File: src/rtl/core/lirc_pkg.sv
`timescale 1ns / 1ps
// ---------------------------------------------------------------------------
// lirc_pkg
// shared types and constants of the linear interpolation rate converter
// ---------------------------------------------------------------------------
package lirc_pkg;

  // configuration port
  localparam int CFG_DATA_W = 32;
  localparam int CFG_ADDR_W = 3;
  localparam int STEP_W     = 20;
  localparam logic [STEP_W-1:0] STEP_RESET = 20'd65536;

  typedef enum logic [0:0] {
    REG_STEP_RATIO = 1'b0,
    REG_MONO_MODE  = 1'b1
  } reg_idx_t;

  // queues between front, back and result side
  localparam int FIFO_DEPTH = 4;
  localparam int FIFO_PTR_W = 2;
  localparam int FIFO_CNT_W = 3;

  typedef struct packed {
    logic                  full;
    logic                  empty;
    logic [FIFO_CNT_W-1:0] count;
  } fifo_status_t;

  // command kinds handed from front to back
  typedef enum logic [0:0] {
    CMD_PRIME = 1'b0,
    CMD_FRAME = 1'b1
  } cmd_kind_t;

  typedef enum logic [0:0] {
    BK_IDLE = 1'b0,
    BK_RUN  = 1'b1
  } back_state_t;

endpackage

File: src/rtl/core/lirc_fifo.sv
`timescale 1ns / 1ps
// ---------------------------------------------------------------------------
// lirc_fifo
// small register queue with status struct, read data shown at the head
// ---------------------------------------------------------------------------
module lirc_fifo #(
  parameter int WIDTH = 33
) (
  input  logic                   clk,
  input  logic                   rst,
  input  logic                   wr_en,
  input  logic [WIDTH-1:0]       wr_data,
  input  logic                   rd_en,
  output logic [WIDTH-1:0]       rd_data,
  output lirc_pkg::fifo_status_t status
);
  import lirc_pkg::*;

  logic [WIDTH-1:0]      mem [FIFO_DEPTH];
  logic [FIFO_PTR_W-1:0] wr_ptr;
  logic [FIFO_PTR_W-1:0] rd_ptr;
  logic [FIFO_CNT_W-1:0] count;
  logic                  do_wr;
  logic                  do_rd;

  assign do_wr = wr_en && (count != FIFO_CNT_W'(FIFO_DEPTH));
  assign do_rd = rd_en && (count != '0);

  always_ff @(posedge clk) begin
    if (rst) begin
      wr_ptr <= '0;
      rd_ptr <= '0;
      count  <= '0;
    end else begin
      if (do_wr) wr_ptr <= wr_ptr + 1'b1;
      if (do_rd) rd_ptr <= rd_ptr + 1'b1;
      if (do_wr && !do_rd) count <= count + 1'b1;
      else if (do_rd && !do_wr) count <= count - 1'b1;
    end
  end

  always_ff @(posedge clk) begin
    if (do_wr) mem[wr_ptr] <= wr_data;
  end

  assign rd_data      = mem[rd_ptr];
  assign status.full  = (count == FIFO_CNT_W'(FIFO_DEPTH));
  assign status.empty = (count == '0);
  assign status.count = count;

endmodule

File: src/rtl/core/lirc_front.sv
`timescale 1ns / 1ps
// ---------------------------------------------------------------------------
// lirc_front
// takes source frames, applies mono mode and tags the priming frame
// ---------------------------------------------------------------------------
module lirc_front #(
  parameter int SAMPLE_BITS = 16
) (
  input  logic                         clk,
  input  logic                         rst,
  input  logic                         push,
  input  logic signed [SAMPLE_BITS-1:0] left_sample,
  input  logic signed [SAMPLE_BITS-1:0] right_sample,
  input  logic                         mono_mode,
  input  lirc_pkg::fifo_status_t       cmd_status,
  output logic                         full,
  output logic                         cmd_wr,
  output logic [2*SAMPLE_BITS:0]       cmd_data
);
  import lirc_pkg::*;

  logic                   primed;
  logic                   accept;
  cmd_kind_t              kind;
  logic [SAMPLE_BITS-1:0] chan_r;

  assign full   = cmd_status.full;
  assign accept = push && !cmd_status.full;

  always_ff @(posedge clk) begin
    if (rst) begin
      primed <= 1'b0;
    end else if (accept) begin
      primed <= 1'b1;
    end
  end

  // first frame after reset only loads the previous frame
  assign kind     = primed ? CMD_FRAME : CMD_PRIME;
  assign chan_r   = mono_mode ? left_sample : right_sample;
  assign cmd_wr   = accept;
  assign cmd_data = {kind, left_sample, chan_r};

endmodule

File: src/rtl/core/lirc_back.sv
`timescale 1ns / 1ps
// ---------------------------------------------------------------------------
// lirc_back
// interpolation engine: position stepping, multiply stage, rounding stage
// ---------------------------------------------------------------------------
module lirc_back #(
  parameter int SAMPLE_BITS = 16,
  parameter int FRAC_BITS   = 16,
  parameter int MAX_RUN     = 32
) (
  input  logic                          clk,
  input  logic                          rst,
  input  logic [lirc_pkg::STEP_W-1:0]   step_ratio,
  input  logic [2*SAMPLE_BITS:0]        cmd_data,
  input  lirc_pkg::fifo_status_t        cmd_status,
  output logic                          cmd_rd,
  input  lirc_pkg::fifo_status_t        out_status,
  output logic                          out_wr,
  output logic [2*SAMPLE_BITS:0]        out_data
);
  import lirc_pkg::*;

  localparam int POS_W   = ((FRAC_BITS > STEP_W) ? FRAC_BITS : STEP_W) + 2;
  localparam int PROD_W  = SAMPLE_BITS + FRAC_BITS + 2;
  localparam int N_W     = $clog2(MAX_RUN);
  localparam int MIN_INT = ((1 << FRAC_BITS) + MAX_RUN - 1) / MAX_RUN;
  localparam logic [POS_W-1:0]  ONE_POS  = POS_W'(1) << FRAC_BITS;
  localparam logic [POS_W-1:0]  MIN_STEP = POS_W'(MIN_INT);
  localparam logic [PROD_W-1:0] HALF     = PROD_W'(1) << (FRAC_BITS - 1);
  localparam logic [N_W-1:0]    LAST_N   = N_W'(MAX_RUN - 1);

  back_state_t state, state_next;

  logic [POS_W-1:0]              frac;
  logic [N_W-1:0]                n;
  logic signed [SAMPLE_BITS-1:0] prev_l, prev_r, cur_l, cur_r;

  logic                          s1_valid, s1_last;
  logic signed [SAMPLE_BITS-1:0] s1_a_l, s1_a_r;
  logic signed [PROD_W-1:0]      s1_prod_l, s1_prod_r;

  cmd_kind_t                     cmd_kind;
  logic signed [SAMPLE_BITS-1:0] cmd_l, cmd_r;
  logic [POS_W-1:0]              step_ext, eff_step, frac_sum;
  logic                          room, issue, run_last, fetch;
  logic signed [SAMPLE_BITS:0]   diff_l, diff_r;
  logic signed [FRAC_BITS:0]     pos;
  logic signed [PROD_W-1:0]      rnd_l, rnd_r, shf_l, shf_r;
  logic [SAMPLE_BITS-1:0]        res_l, res_r;

  assign cmd_kind = cmd_kind_t'(cmd_data[2*SAMPLE_BITS]);
  assign cmd_l    = cmd_data[2*SAMPLE_BITS-1:SAMPLE_BITS];
  assign cmd_r    = cmd_data[SAMPLE_BITS-1:0];

  // steps below the minimum are raised so a run cannot exceed MAX_RUN
  assign step_ext = POS_W'(step_ratio);
  assign eff_step = (step_ext < MIN_STEP) ? MIN_STEP : step_ext;
  assign frac_sum = frac + eff_step;
  assign run_last = (frac_sum >= ONE_POS) || (n == LAST_N);

  // leave space for the word in the multiply stage and this one
  assign room = (FIFO_CNT_W'(out_status.count) + FIFO_CNT_W'(s1_valid) + 1'b1)
                <= FIFO_CNT_W'(FIFO_DEPTH);

  always_comb begin
    state_next = state;
    unique case (state)
      BK_IDLE: begin
        if (!cmd_status.empty && cmd_kind == CMD_FRAME && frac < ONE_POS) begin
          state_next = BK_RUN;
        end
      end
      BK_RUN: begin
        if (room && run_last) state_next = BK_IDLE;
      end
    endcase
  end

  always_comb begin
    fetch = 1'b0;
    issue = 1'b0;
    unique case (state)
      BK_IDLE: fetch = !cmd_status.empty;
      BK_RUN:  issue = room;
    endcase
  end

  assign cmd_rd = fetch;

  assign diff_l = {cur_l[SAMPLE_BITS-1], cur_l} - {prev_l[SAMPLE_BITS-1], prev_l};
  assign diff_r = {cur_r[SAMPLE_BITS-1], cur_r} - {prev_r[SAMPLE_BITS-1], prev_r};
  assign pos    = {1'b0, frac[FRAC_BITS-1:0]};

  always_ff @(posedge clk) begin
    if (rst) begin
      state    <= BK_IDLE;
      frac     <= '0;
      n        <= '0;
      prev_l   <= '0;
      prev_r   <= '0;
      s1_valid <= 1'b0;
    end else begin
      state    <= state_next;
      s1_valid <= issue;
      if (fetch) begin
        n <= '0;
        priority if (cmd_kind == CMD_PRIME) begin
          prev_l <= cmd_l;
          prev_r <= cmd_r;
        end else if (frac >= ONE_POS) begin
          // source frame skipped
          frac   <= frac - ONE_POS;
          prev_l <= cmd_l;
          prev_r <= cmd_r;
        end else begin
          // run starts, previous frame kept until its last word
        end
      end
      if (issue) begin
        n <= n + 1'b1;
        if (run_last) begin
          frac   <= (frac_sum >= ONE_POS) ? frac_sum - ONE_POS : frac_sum;
          prev_l <= cur_l;
          prev_r <= cur_r;
        end else begin
          frac <= frac_sum;
        end
      end
    end
  end

  always_ff @(posedge clk) begin
    if (fetch) begin
      cur_l <= cmd_l;
      cur_r <= cmd_r;
    end
    if (issue) begin
      s1_last   <= run_last;
      s1_a_l    <= prev_l;
      s1_a_r    <= prev_r;
      s1_prod_l <= PROD_W'(diff_l * pos);
      s1_prod_r <= PROD_W'(diff_r * pos);
    end
  end

  // round to nearest, ties upward: floor((d*pos + half) / 2^frac_bits)
  assign rnd_l = s1_prod_l + $signed(HALF);
  assign rnd_r = s1_prod_r + $signed(HALF);
  assign shf_l = rnd_l >>> FRAC_BITS;
  assign shf_r = rnd_r >>> FRAC_BITS;
  assign res_l = s1_a_l + shf_l[SAMPLE_BITS-1:0];
  assign res_r = s1_a_r + shf_r[SAMPLE_BITS-1:0];

  assign out_wr   = s1_valid;
  assign out_data = {s1_last, res_l, res_r};

endmodule

File: src/rtl/core/linear_interp_rate_converter.sv
`timescale 1ns / 1ps
// ---------------------------------------------------------------------------
// linear_interp_rate_converter
// stereo sample-rate converter by linear interpolation with a carried
// fractional read position
// ---------------------------------------------------------------------------
//
//  channel   handshake            words
//  -------   ------------------   ----------------------------------------
//  input     push / full          left_sample, right_sample
//  result    pop / empty          out_left, out_right, last_of_run
//  config    apb psel / penable   step_ratio (0x0), mono_mode (0x4)
//
//  a frame occupies the back end for a dispatch step and then for its
//  results, up to MAX_RUN of them; results stream at one per cycle while
//  the result queue has room, passing the multiply and rounding stages
//  reset (rst, synchronous) empties both queues and clears the position,
//  the previous frame and the priming flag; no clearing pass
//  four-word queues sit on both sides of the engine; a stalled pop only
//  stalls the engine once the result queue, with the word in the multiply
//  stage, would fill, and full only rises when the command queue fills
//
module linear_interp_rate_converter #(
  parameter int SAMPLE_BITS = 16,
  parameter int FRAC_BITS   = 16,
  parameter int MAX_RUN     = 32
) (
  input  logic                              clk,
  input  logic                              rst,
  // source frames
  input  logic                              push,
  output logic                              full,
  input  logic signed [SAMPLE_BITS-1:0]     left_sample,
  input  logic signed [SAMPLE_BITS-1:0]     right_sample,
  // interpolated words
  input  logic                              pop,
  output logic                              empty,
  output logic signed [SAMPLE_BITS-1:0]     out_left,
  output logic signed [SAMPLE_BITS-1:0]     out_right,
  output logic                              last_of_run,
  // configuration
  input  logic                              psel,
  input  logic                              penable,
  input  logic                              pwrite,
  input  logic [lirc_pkg::CFG_ADDR_W-1:0]   paddr,
  input  logic [lirc_pkg::CFG_DATA_W-1:0]   pwdata,
  output logic [lirc_pkg::CFG_DATA_W-1:0]   prdata,
  output logic                              pready
);
  import lirc_pkg::*;

  localparam int CMD_W = 2 * SAMPLE_BITS + 1;

  // configuration registers
  logic [STEP_W-1:0] step_ratio;
  logic              mono_mode;
  logic              cfg_wr;
  reg_idx_t          reg_idx;

  // queue wiring
  logic         cmd_wr, cmd_rd, out_wr;
  logic [CMD_W-1:0] cmd_wdata, cmd_rdata, out_wdata, out_rdata;
  fifo_status_t cmd_status, out_status;
  logic         out_rd;

  // register decode, one word per 4 bytes
  assign pready  = 1'b1;
  assign reg_idx = reg_idx_t'(paddr[2]);
  assign cfg_wr  = psel && penable && pwrite && pready;

  always_ff @(posedge clk) begin
    if (rst) begin
      step_ratio <= STEP_RESET;
      mono_mode  <= 1'b0;
    end else if (cfg_wr) begin
      unique case (reg_idx)
        REG_STEP_RATIO: step_ratio <= pwdata[STEP_W-1:0];
        REG_MONO_MODE:  mono_mode  <= pwdata[0];
      endcase
    end
  end

  always_comb begin
    prdata = '0;
    unique case (reg_idx)
      REG_STEP_RATIO: prdata = CFG_DATA_W'(step_ratio);
      REG_MONO_MODE:  prdata = CFG_DATA_W'(mono_mode);
    endcase
  end

  // front: accept, mono select, mark priming frame
  lirc_front #(
    .SAMPLE_BITS (SAMPLE_BITS)
  ) u_front (
    .clk          (clk),
    .rst          (rst),
    .push         (push),
    .left_sample  (left_sample),
    .right_sample (right_sample),
    .mono_mode    (mono_mode),
    .cmd_status   (cmd_status),
    .full         (full),
    .cmd_wr       (cmd_wr),
    .cmd_data     (cmd_wdata)
  );

  // command queue between front and back
  lirc_fifo #(
    .WIDTH (CMD_W)
  ) u_cmd_q (
    .clk     (clk),
    .rst     (rst),
    .wr_en   (cmd_wr),
    .wr_data (cmd_wdata),
    .rd_en   (cmd_rd),
    .rd_data (cmd_rdata),
    .status  (cmd_status)
  );

  // back: position stepping and interpolation
  lirc_back #(
    .SAMPLE_BITS (SAMPLE_BITS),
    .FRAC_BITS   (FRAC_BITS),
    .MAX_RUN     (MAX_RUN)
  ) u_back (
    .clk        (clk),
    .rst        (rst),
    .step_ratio (step_ratio),
    .cmd_data   (cmd_rdata),
    .cmd_status (cmd_status),
    .cmd_rd     (cmd_rd),
    .out_status (out_status),
    .out_wr     (out_wr),
    .out_data   (out_wdata)
  );

  // result queue, head word drives the result ports
  assign out_rd = pop && !out_status.empty;

  lirc_fifo #(
    .WIDTH (CMD_W)
  ) u_out_q (
    .clk     (clk),
    .rst     (rst),
    .wr_en   (out_wr),
    .wr_data (out_wdata),
    .rd_en   (out_rd),
    .rd_data (out_rdata),
    .status  (out_status)
  );

  assign empty       = out_status.empty;
  assign last_of_run = out_rdata[2*SAMPLE_BITS];
  assign out_left    = out_rdata[2*SAMPLE_BITS-1:SAMPLE_BITS];
  assign out_right   = out_rdata[SAMPLE_BITS-1:0];

  // engine never writes into a full result queue
  a_no_out_overflow: assert property (@(posedge clk) disable iff (rst)
    out_wr |-> !out_status.full)
    else $error("result queue written while full");

  // an accepted frame is waiting in the command queue on the next cycle
  a_cmd_lands: assert property (@(posedge clk) disable iff (rst)
    (push && !full) |=> !cmd_status.empty)
    else $error("accepted frame missing from command queue");

  // reset leaves no stale result visible
  a_reset_empty: assert property (@(posedge clk)
    rst |=> empty)
    else $error("result queue not empty after reset");

endmodule

File: config.mk
export PLATFORM = sky130hd
export DESIGN_NAME = linear_interp_rate_converter
export DESIGN_NICKNAME = d
export VERILOG_FILES = /design/src/rtl/core/lirc_pkg.sv /design/src/rtl/core/lirc_fifo.sv /design/src/rtl/core/lirc_front.sv /design/src/rtl/core/lirc_back.sv /design/src/rtl/core/linear_interp_rate_converter.sv
export SDC_FILE = /design/constraint.sdc
export NUM_CORES = 2
export LEC_CHECK = 0
export BUFFER_PORTS_ARGS = -buffer_cell sky130_fd_sc_hd__buf_2
export CORE_MARGIN = 4
export CORE_UTILIZATION = 30
export CTS_CLUSTER_DIAMETER = 30
export DETAILED_ROUTE_END_ITERATION = 7
export SLEW_MARGIN = 0
export SYNTH_ARGS = -nofsm -noshare
export SYNTH_HDL_FRONTEND = slang
export SYNTH_SLANG_ARGS = --single-unit
File: constraint.sdc
create_clock -name clk -period 8.6 [get_ports clk]
set_clock_uncertainty 0.05 [all_clocks]
set_input_delay 0.43 -clock clk [delete_from_list [all_inputs] [get_ports clk]]
set_output_delay 0.43 -clock clk [all_outputs]
set_load 0.005 [all_outputs]
Word-level counts from Yosys, hierarchy flattened
Memories as Yosys holds them, arrays and structs flattened. A register that Yosys moved wholly into a read port is not among the register bits.
Index checks and enable logic that the tools add are counted.
- register bits after elaboration: 226
- memory bits (writable): 264
- input port bits: 74
- output and inout port bits: 68
- word-level logic and storage cells: 131
- memories: 2
- memories (name ; depth ; width ; rd ports ; clocked after Yosys merged registers in ; wr ports ; RTL line ; source):
    u_cmd_q.mem ; 4 ; 33 ; 1 ; 1 ; 1 ; lirc_fifo.sv:19 ; logic [WIDTH-1:0] mem [FIFO_DEPTH];
    u_out_q.mem ; 4 ; 33 ; 1 ; 1 ; 1 ; lirc_fifo.sv:19 ;
- $add $sub $neg: 20
- multipliers: 2
- magnitude comparators: 5
- equal/unequal tests: 4
- mux-type cells: 39
- bitwise gates (word level): 2
- reduce and logical (&&, ||, !) cells: 35
- operator list (cell ; number):
    16-bit 2-to-1 mux ; 11
    22-bit 2-to-1 mux ; 6
    32-bit by 17-bit adder with 32-bit output (second input constant) ; 2
    17-bit by 17-bit multiplier with 32-bit output ; 2
    32-bit case mux with 2 select lines ; 1
    22-bit by 17-bit >= comparator with 1-bit output (second input constant) ; 2
    22-bit by 17-bit subtractor with 22-bit output (second input constant) ; 2
    16-bit by 16-bit subtractor with 17-bit output ; 2
    16-bit adder ; 2
    22-bit adder ; 1
    22-bit by 17-bit < comparator with 1-bit output (second input constant) ; 1
    20-bit by 12-bit < comparator with 1-bit output (second input constant) ; 1
    20-bit 2-to-1 mux ; 1
    1-bit logical AND ; 15
    3-bit 2-to-1 mux ; 4
    5-bit 2-to-1 mux ; 2
    2-bit nonzero test ; 5
    3-bit by 1-bit adder with 3-bit output (second input constant) ; 3
    1-bit 2-to-1 mux ; 9
    2-bit by 1-bit adder with 2-bit output (second input constant) ; 4
    2-bit 2-to-1 mux ; 4
    1-bit logical NOT ; 7
    3-bit logical NOT ; 2
    3-bit != test (second input constant) ; 2
    other kinds (12) ; 16

Depth between registers and ports, before layout
- word-level depth: 8
- mapped depth: 35
- depth with buffers taken out: 35

Hierarchy
A second synthesis with hierarchy kept.
- cell total of the unflattened synthesis: 3906
- area, all modules: 42439.5 um^2
- modules (own cells, without submodules) (module ; times used ; cells an instance ; area an instance (um^2) ; seq. area each (um^2)):
    lirc_back ; 1 ; 3295 ; 30231.5 ; 4194.0
    lirc_fifo ; 2 ; 221 ; 5282.6 ; 4144.0
    linear_interp_rate_converter ; 1 ; 130 ; 1222.4 ; 420.4
    lirc_front ; 1 ; 39 ; 420.4 ; 20.0

Least setup slack after synthesis
No wires, ideal clock.
- path type: flip-flop to flip-flop
- start point: register u_back.cur_l[1]
- end point: register u_back.s1_prod_l[31], data pin
- setup time: 260 ps
- arrival: 7743 ps
- required time: 8290 ps
- slack: 546 ps
- cell stages (with the launch flop): 34
- path buffers: 1
- clock period less this slack: 8054 ps
- cell sequence: edfxtp_1 ha_1 nor2b_1 o21ai_0 a21boi_1 o21ai_0 a21oi_1 a41oi_1 a211oi_1 o31a_1 or3_1 clkbuf_1 and3_1 fa_1 inv_1 fa_1 inv_1 fa_1 fa_1 fa_1 inv_1 fa_1 inv_1 ha_1 a21oi_1 o21bai_1 a21o_1 a21oi_1 o21bai_1 a211oi_1 o31ai_1 or3_1 a31oi_1 xnor2_1
- longest elaborated chain between the ends: 2
- ends and longest elaborated chain (element ; RTL line ; source):
    start, declared ; lirc_back.sv:36 ; logic signed [SAMPLE_BITS-1:0] prev_l, prev_r, cur_l, cur_r;
    start signal, assigned ; lirc_back.sv:134 ; cur_l <= cmd_l;
    16-bit by 16-bit subtractor with 17-bit output ; lirc_back.sv:90 ; assign diff_l = {cur_l[SAMPLE_BITS-1], cur_l} - {prev_l[SAMPLE_BITS-1], prev_l};
    17-bit by 17-bit multiplier with 32-bit output ; lirc_back.sv:141 ; s1_prod_l <= PROD_W'(diff_l * pos);
    end signal, assigned ; lirc_back.sv:141 ;
    end, declared ; lirc_back.sv:40 ; logic signed [PROD_W-1:0] s1_prod_l, s1_prod_r;
No other way between the ends.
A chain may end at the register's enable or synchronous reset.

Worst setup path after layout
Same ends and word-level chain as after synthesis.

==> results.py <==
metrics = {
    "run_status": {
        "status": "finished, final reports clean",
    },
    "worst_setup_path": {
        "cp.arrival_ps": 8530,
        "startpoint_type": "flip-flop",
        "crit_slowest_cell": "fa_1",
        "cp_max_fo": 5,
        "worst_path_most_repeated_cell": "fa_1",
        "slowest_delay_ps": 550,
        "crit_path_end_kind": "flip-flop",
        "crit_type": "reg -> reg",
        "required_ps": 8930,
    },
    "finish": {
        "num_antenna_cells": 0,
        "multi_input_area_mm2": 0.0261,
        "fin_cells": 6133,
        "finish.utilization_pct": 35.1,
        "drive_above_1_share_pct": 13.2,
        "nets": 5055,
        "fill_cells": 13896,
        "register_area_mm2": 0.0129,
        "syn2layout_area_growth_pct": 15.9,
    },
    "timing": {
        "maxSlewViolCount": 0,
        "min_period_over_period_pct": 95.4,
        "hold_viol_final": 0,
        "fin_crit_ps": 8210,
        "max_freq_ghz": 0.122,
        "tightest_slew_ps": 1200,
        "tns_ps": 0,
        "max-slew-margin-rel_pct": 19.8,
        "finalSetupViolCount": 0,
        "fin_hold_ws_ps": 78.3,
    },
    "routing": {
        "drc": 0,
        "wirelength_um": 100000,
        "vias": 28243,
        "routedWlPerCell_um": 16.4,
        "drt_iter0_drc": 1405,
        "vias_per_cell": 4.61,
        "drt_pass1_iterations": 7,
        "postRouteAntennaNets": 0,
    },
    "synth": {
        "yosys-top-cells-count": "736 x inv_1, 525 x fa_1, 412 x nand2_1",
        "syn_area_per_cell_um2": 10.6,
        "synth_top_area_cell": "edfxtp_1",
        "synth_ff_type": "edfxtp_1",
        "synthDistinctLibCells": 81,
        "syn_area_mm2": 0.0424,
        "ys_ff_latch": 464,
        "seq_area_frac_synth_pct": 30.5,
        "yosys_warnings": 0,
        "synth_edf_count": 363,
        "yosysMostFrequentCell": "inv_1",
        "synthTopCellsByArea": "edfxtp_1 26%, fa_1 25%, ha_1 7.9%",
        "synth_top_cell_area_share_pct": 25.7,
        "synthCells": 4005,
        "synthArstFlopShare_pct": 0,
    },
    "clock_tree": {
        "cts_tree": "built",
        "clk_path_buf_depth": 3,
        "clock_sinks": 464,
        "clk_latency_ps": 660,
        "cts_buffers": 82,
        "h-tree-depth": 3,
        "cts_root_buffer": "clkbuf_16",
        "path_clk_slew_ps": 60,
    },
    "global_routing": {
        "grtUsageMet2_pct": 23.1,
        "grtUsageTotal_pct": 13.8,
        "grt.overflow.total": 0,
        "gr-max-usage-layer": "met2",
        "grt_pass1_wl_um": 163000,
        "antenna_found_initial": 3,
        "grt_max_degree": 65,
        "grt_pass1_vias": 29581,
        "use_met3_pct": 2.26,
        "met1_usage_pct": 18.6,
    },
    "power_and_ir_drop": {
        "power.leakage_uw": 0.0216,
        "p_int_uw": 8210,
        "p_per_area_mw_per_mm2": 294,
        "power_frac_comb_pct": 52.9,
        "ir_drop_uv": 258,
        "power.switching_uw": 6230,
        "switching_share_pct": 43.2,
        "p_seq_share_pct": 23.1,
        "power_frac_clock_pct": 24.0,
    },
    "hold_path": {
        "hp-class": "in -> reg",
    },
    "floorplan": {
        "die_height_um": 384,
        "ios": 142,
        "start_util_pct": 30.3,
        "rows": 137,
        "die-width_um": 384,
        "die-area_mm2": 0.148,
        "core-area_mm2": 0.140,
    },
    "placement": {
        "dp_hpwl_um": 77700,
        "dpl.cell_count": 5938,
        "port_buffers": 114,
        "gp_congestion": 0.846,
    },
    "flow_run": {
        "drv_cap": 0,
    },
}
## area by class of cell
type / instances / area share [%]
Multi-Input combinational cell: 2613 / 53.1
Sequential cell: 464 / 26.3
Inverter: 739 / 5.64
Tap cell: 1876 / 4.77
Clock buffer: 99 / 4.45
Timing Repair Buffer: 288 / 4.16
Clock inverter: 54 / 1.64
## routing by layer
layer / wire length [um] / up-vias
met5: 0 / -
met4: 2460 / 0
met3: 4490 / 132
met2: 47900 / 530
met1: 45400 / 14285
li1: - / 13296
## critical path: cells and delay by family, from the launching register on
| kind | cells | cell delay [ps] |
|---|---|---|
| AOI/OAI and AO/OA | 13 | 2490 |
| xor gates and xnor gates | 1 | 90 |
| adders and majority gates | 8 | 3600 |
| buffers and inverters | 5 | 390 |
| DFF | 1 | 390 |
| and+or+nand+nor | 5 | 940 |
## worst paths after layout
| kind | slack, ps | start | end | cells after the start |
|---|---|---|---|---|
| worst max register to register | 390 | u_back.cur_l[1] | u_back.s1_prod_l[31] | 32 |
| worst min-delay path | 80 | right_sample[3] | u_cmd_q.mem[2][3] | 2 |
| worst max-delay path | 390 | u_back.cur_l[1] | u_back.s1_prod_l[31] | 32 |
| worst min register to register | 400 | u_back.prev_r[9] | u_back.s1_a_r[9] | 0 |
## through the flow
step | setup slack, ps | cell area (um^2) | total power (uW)
final | 391 | 49200 | 14400
after CTS | 26.8 | 49000 | 14500
after floorplan | 546 | 42500 | 8050
after global placement | -68.3 | 45700 | 10800
after detailed placement | -75.7 | 45700 | 10900
after global routing | -46.8 | 49200 | 15500
## power groups by stage
stage | sequential (uW) | combinational, uW | clock [uW]
global route | 3380 | 8450 | 3650
finish | 3340 | 7640 | 3460
global placement | 3370 | 7460 | 0
CTS | 3340 | 7610 | 3540
floorplan | 3280 | 4770 | 0
detailed placement | 3380 | 7550 | 0
## sequential cells by signal (all words and copies together), names as in the netlist, 3 cells and up, named ones only
signal and count:
u_cmd_q.mem 132, u_out_q.mem 132, u_back.frac 22, step_ratio 20, u_back.s1_prod_l 17, u_back.s1_prod_r 17
u_back.cur_l 16, u_back.cur_r 16, u_back.prev_l 16, u_back.prev_r 16, u_back.s1_a_l 16, u_back.s1_a_r 16
u_back.n 5, u_cmd_q.count 3, u_out_q.count 3
## kinds of logic after synthesis
family                   Yosys count  synth area share [%]
other                              2                0.0177
buffers and inverters            939                  8.50
AO/OA/AOI/OAI                    376                  6.34
AND/OR/NAND/NOR                 1100                  12.8
flip-flops                       464                  30.5
adder cells (fa/ha/maj)          793                  32.7
XOR/XNOR                         194                  4.00
multiplexers                     137                  5.25
## what timing repair did
item,4_1_cts,5_1_grt
endpoints found under the hold margin,85,0
gates resized for setup,4,35
hold buffers,36,0
pin swaps,0,10
endpoints found under the setup margin,4,12
setup buffers,0,6
## layout by cell type (no fill, tap or decap), drive strengths merged, types with 13 or more instances in the layout
master       netlist  layout
o21bai            16      16
edfxtp           363     363
clkbuf           167      99
mux2i             47      47
nand3             57      57
dfxtp            101     101
dlygate4sd3        0      36
mux4              66      66
o21ai             46      46
nand2            412     412
nor3b             17      17
buf               33     252
fa               525     525
ha               268     268
nor3              43      43
a21oi             98      98
o21a              20      20
xor2              58      58
a31oi             27      27
o22ai             17      17
and2             233     233
and3              25      25
inv              737     752
a21o              22      22
xnor2            136     136
nand2b            43      43
conb               2      13
mux2              24      24
nor2b             62      62
bufinv             0      13
nor2             151     151
a211oi            49      49
clkinv             2      24
No activity file was read; power rests on OpenSTA's default activity.
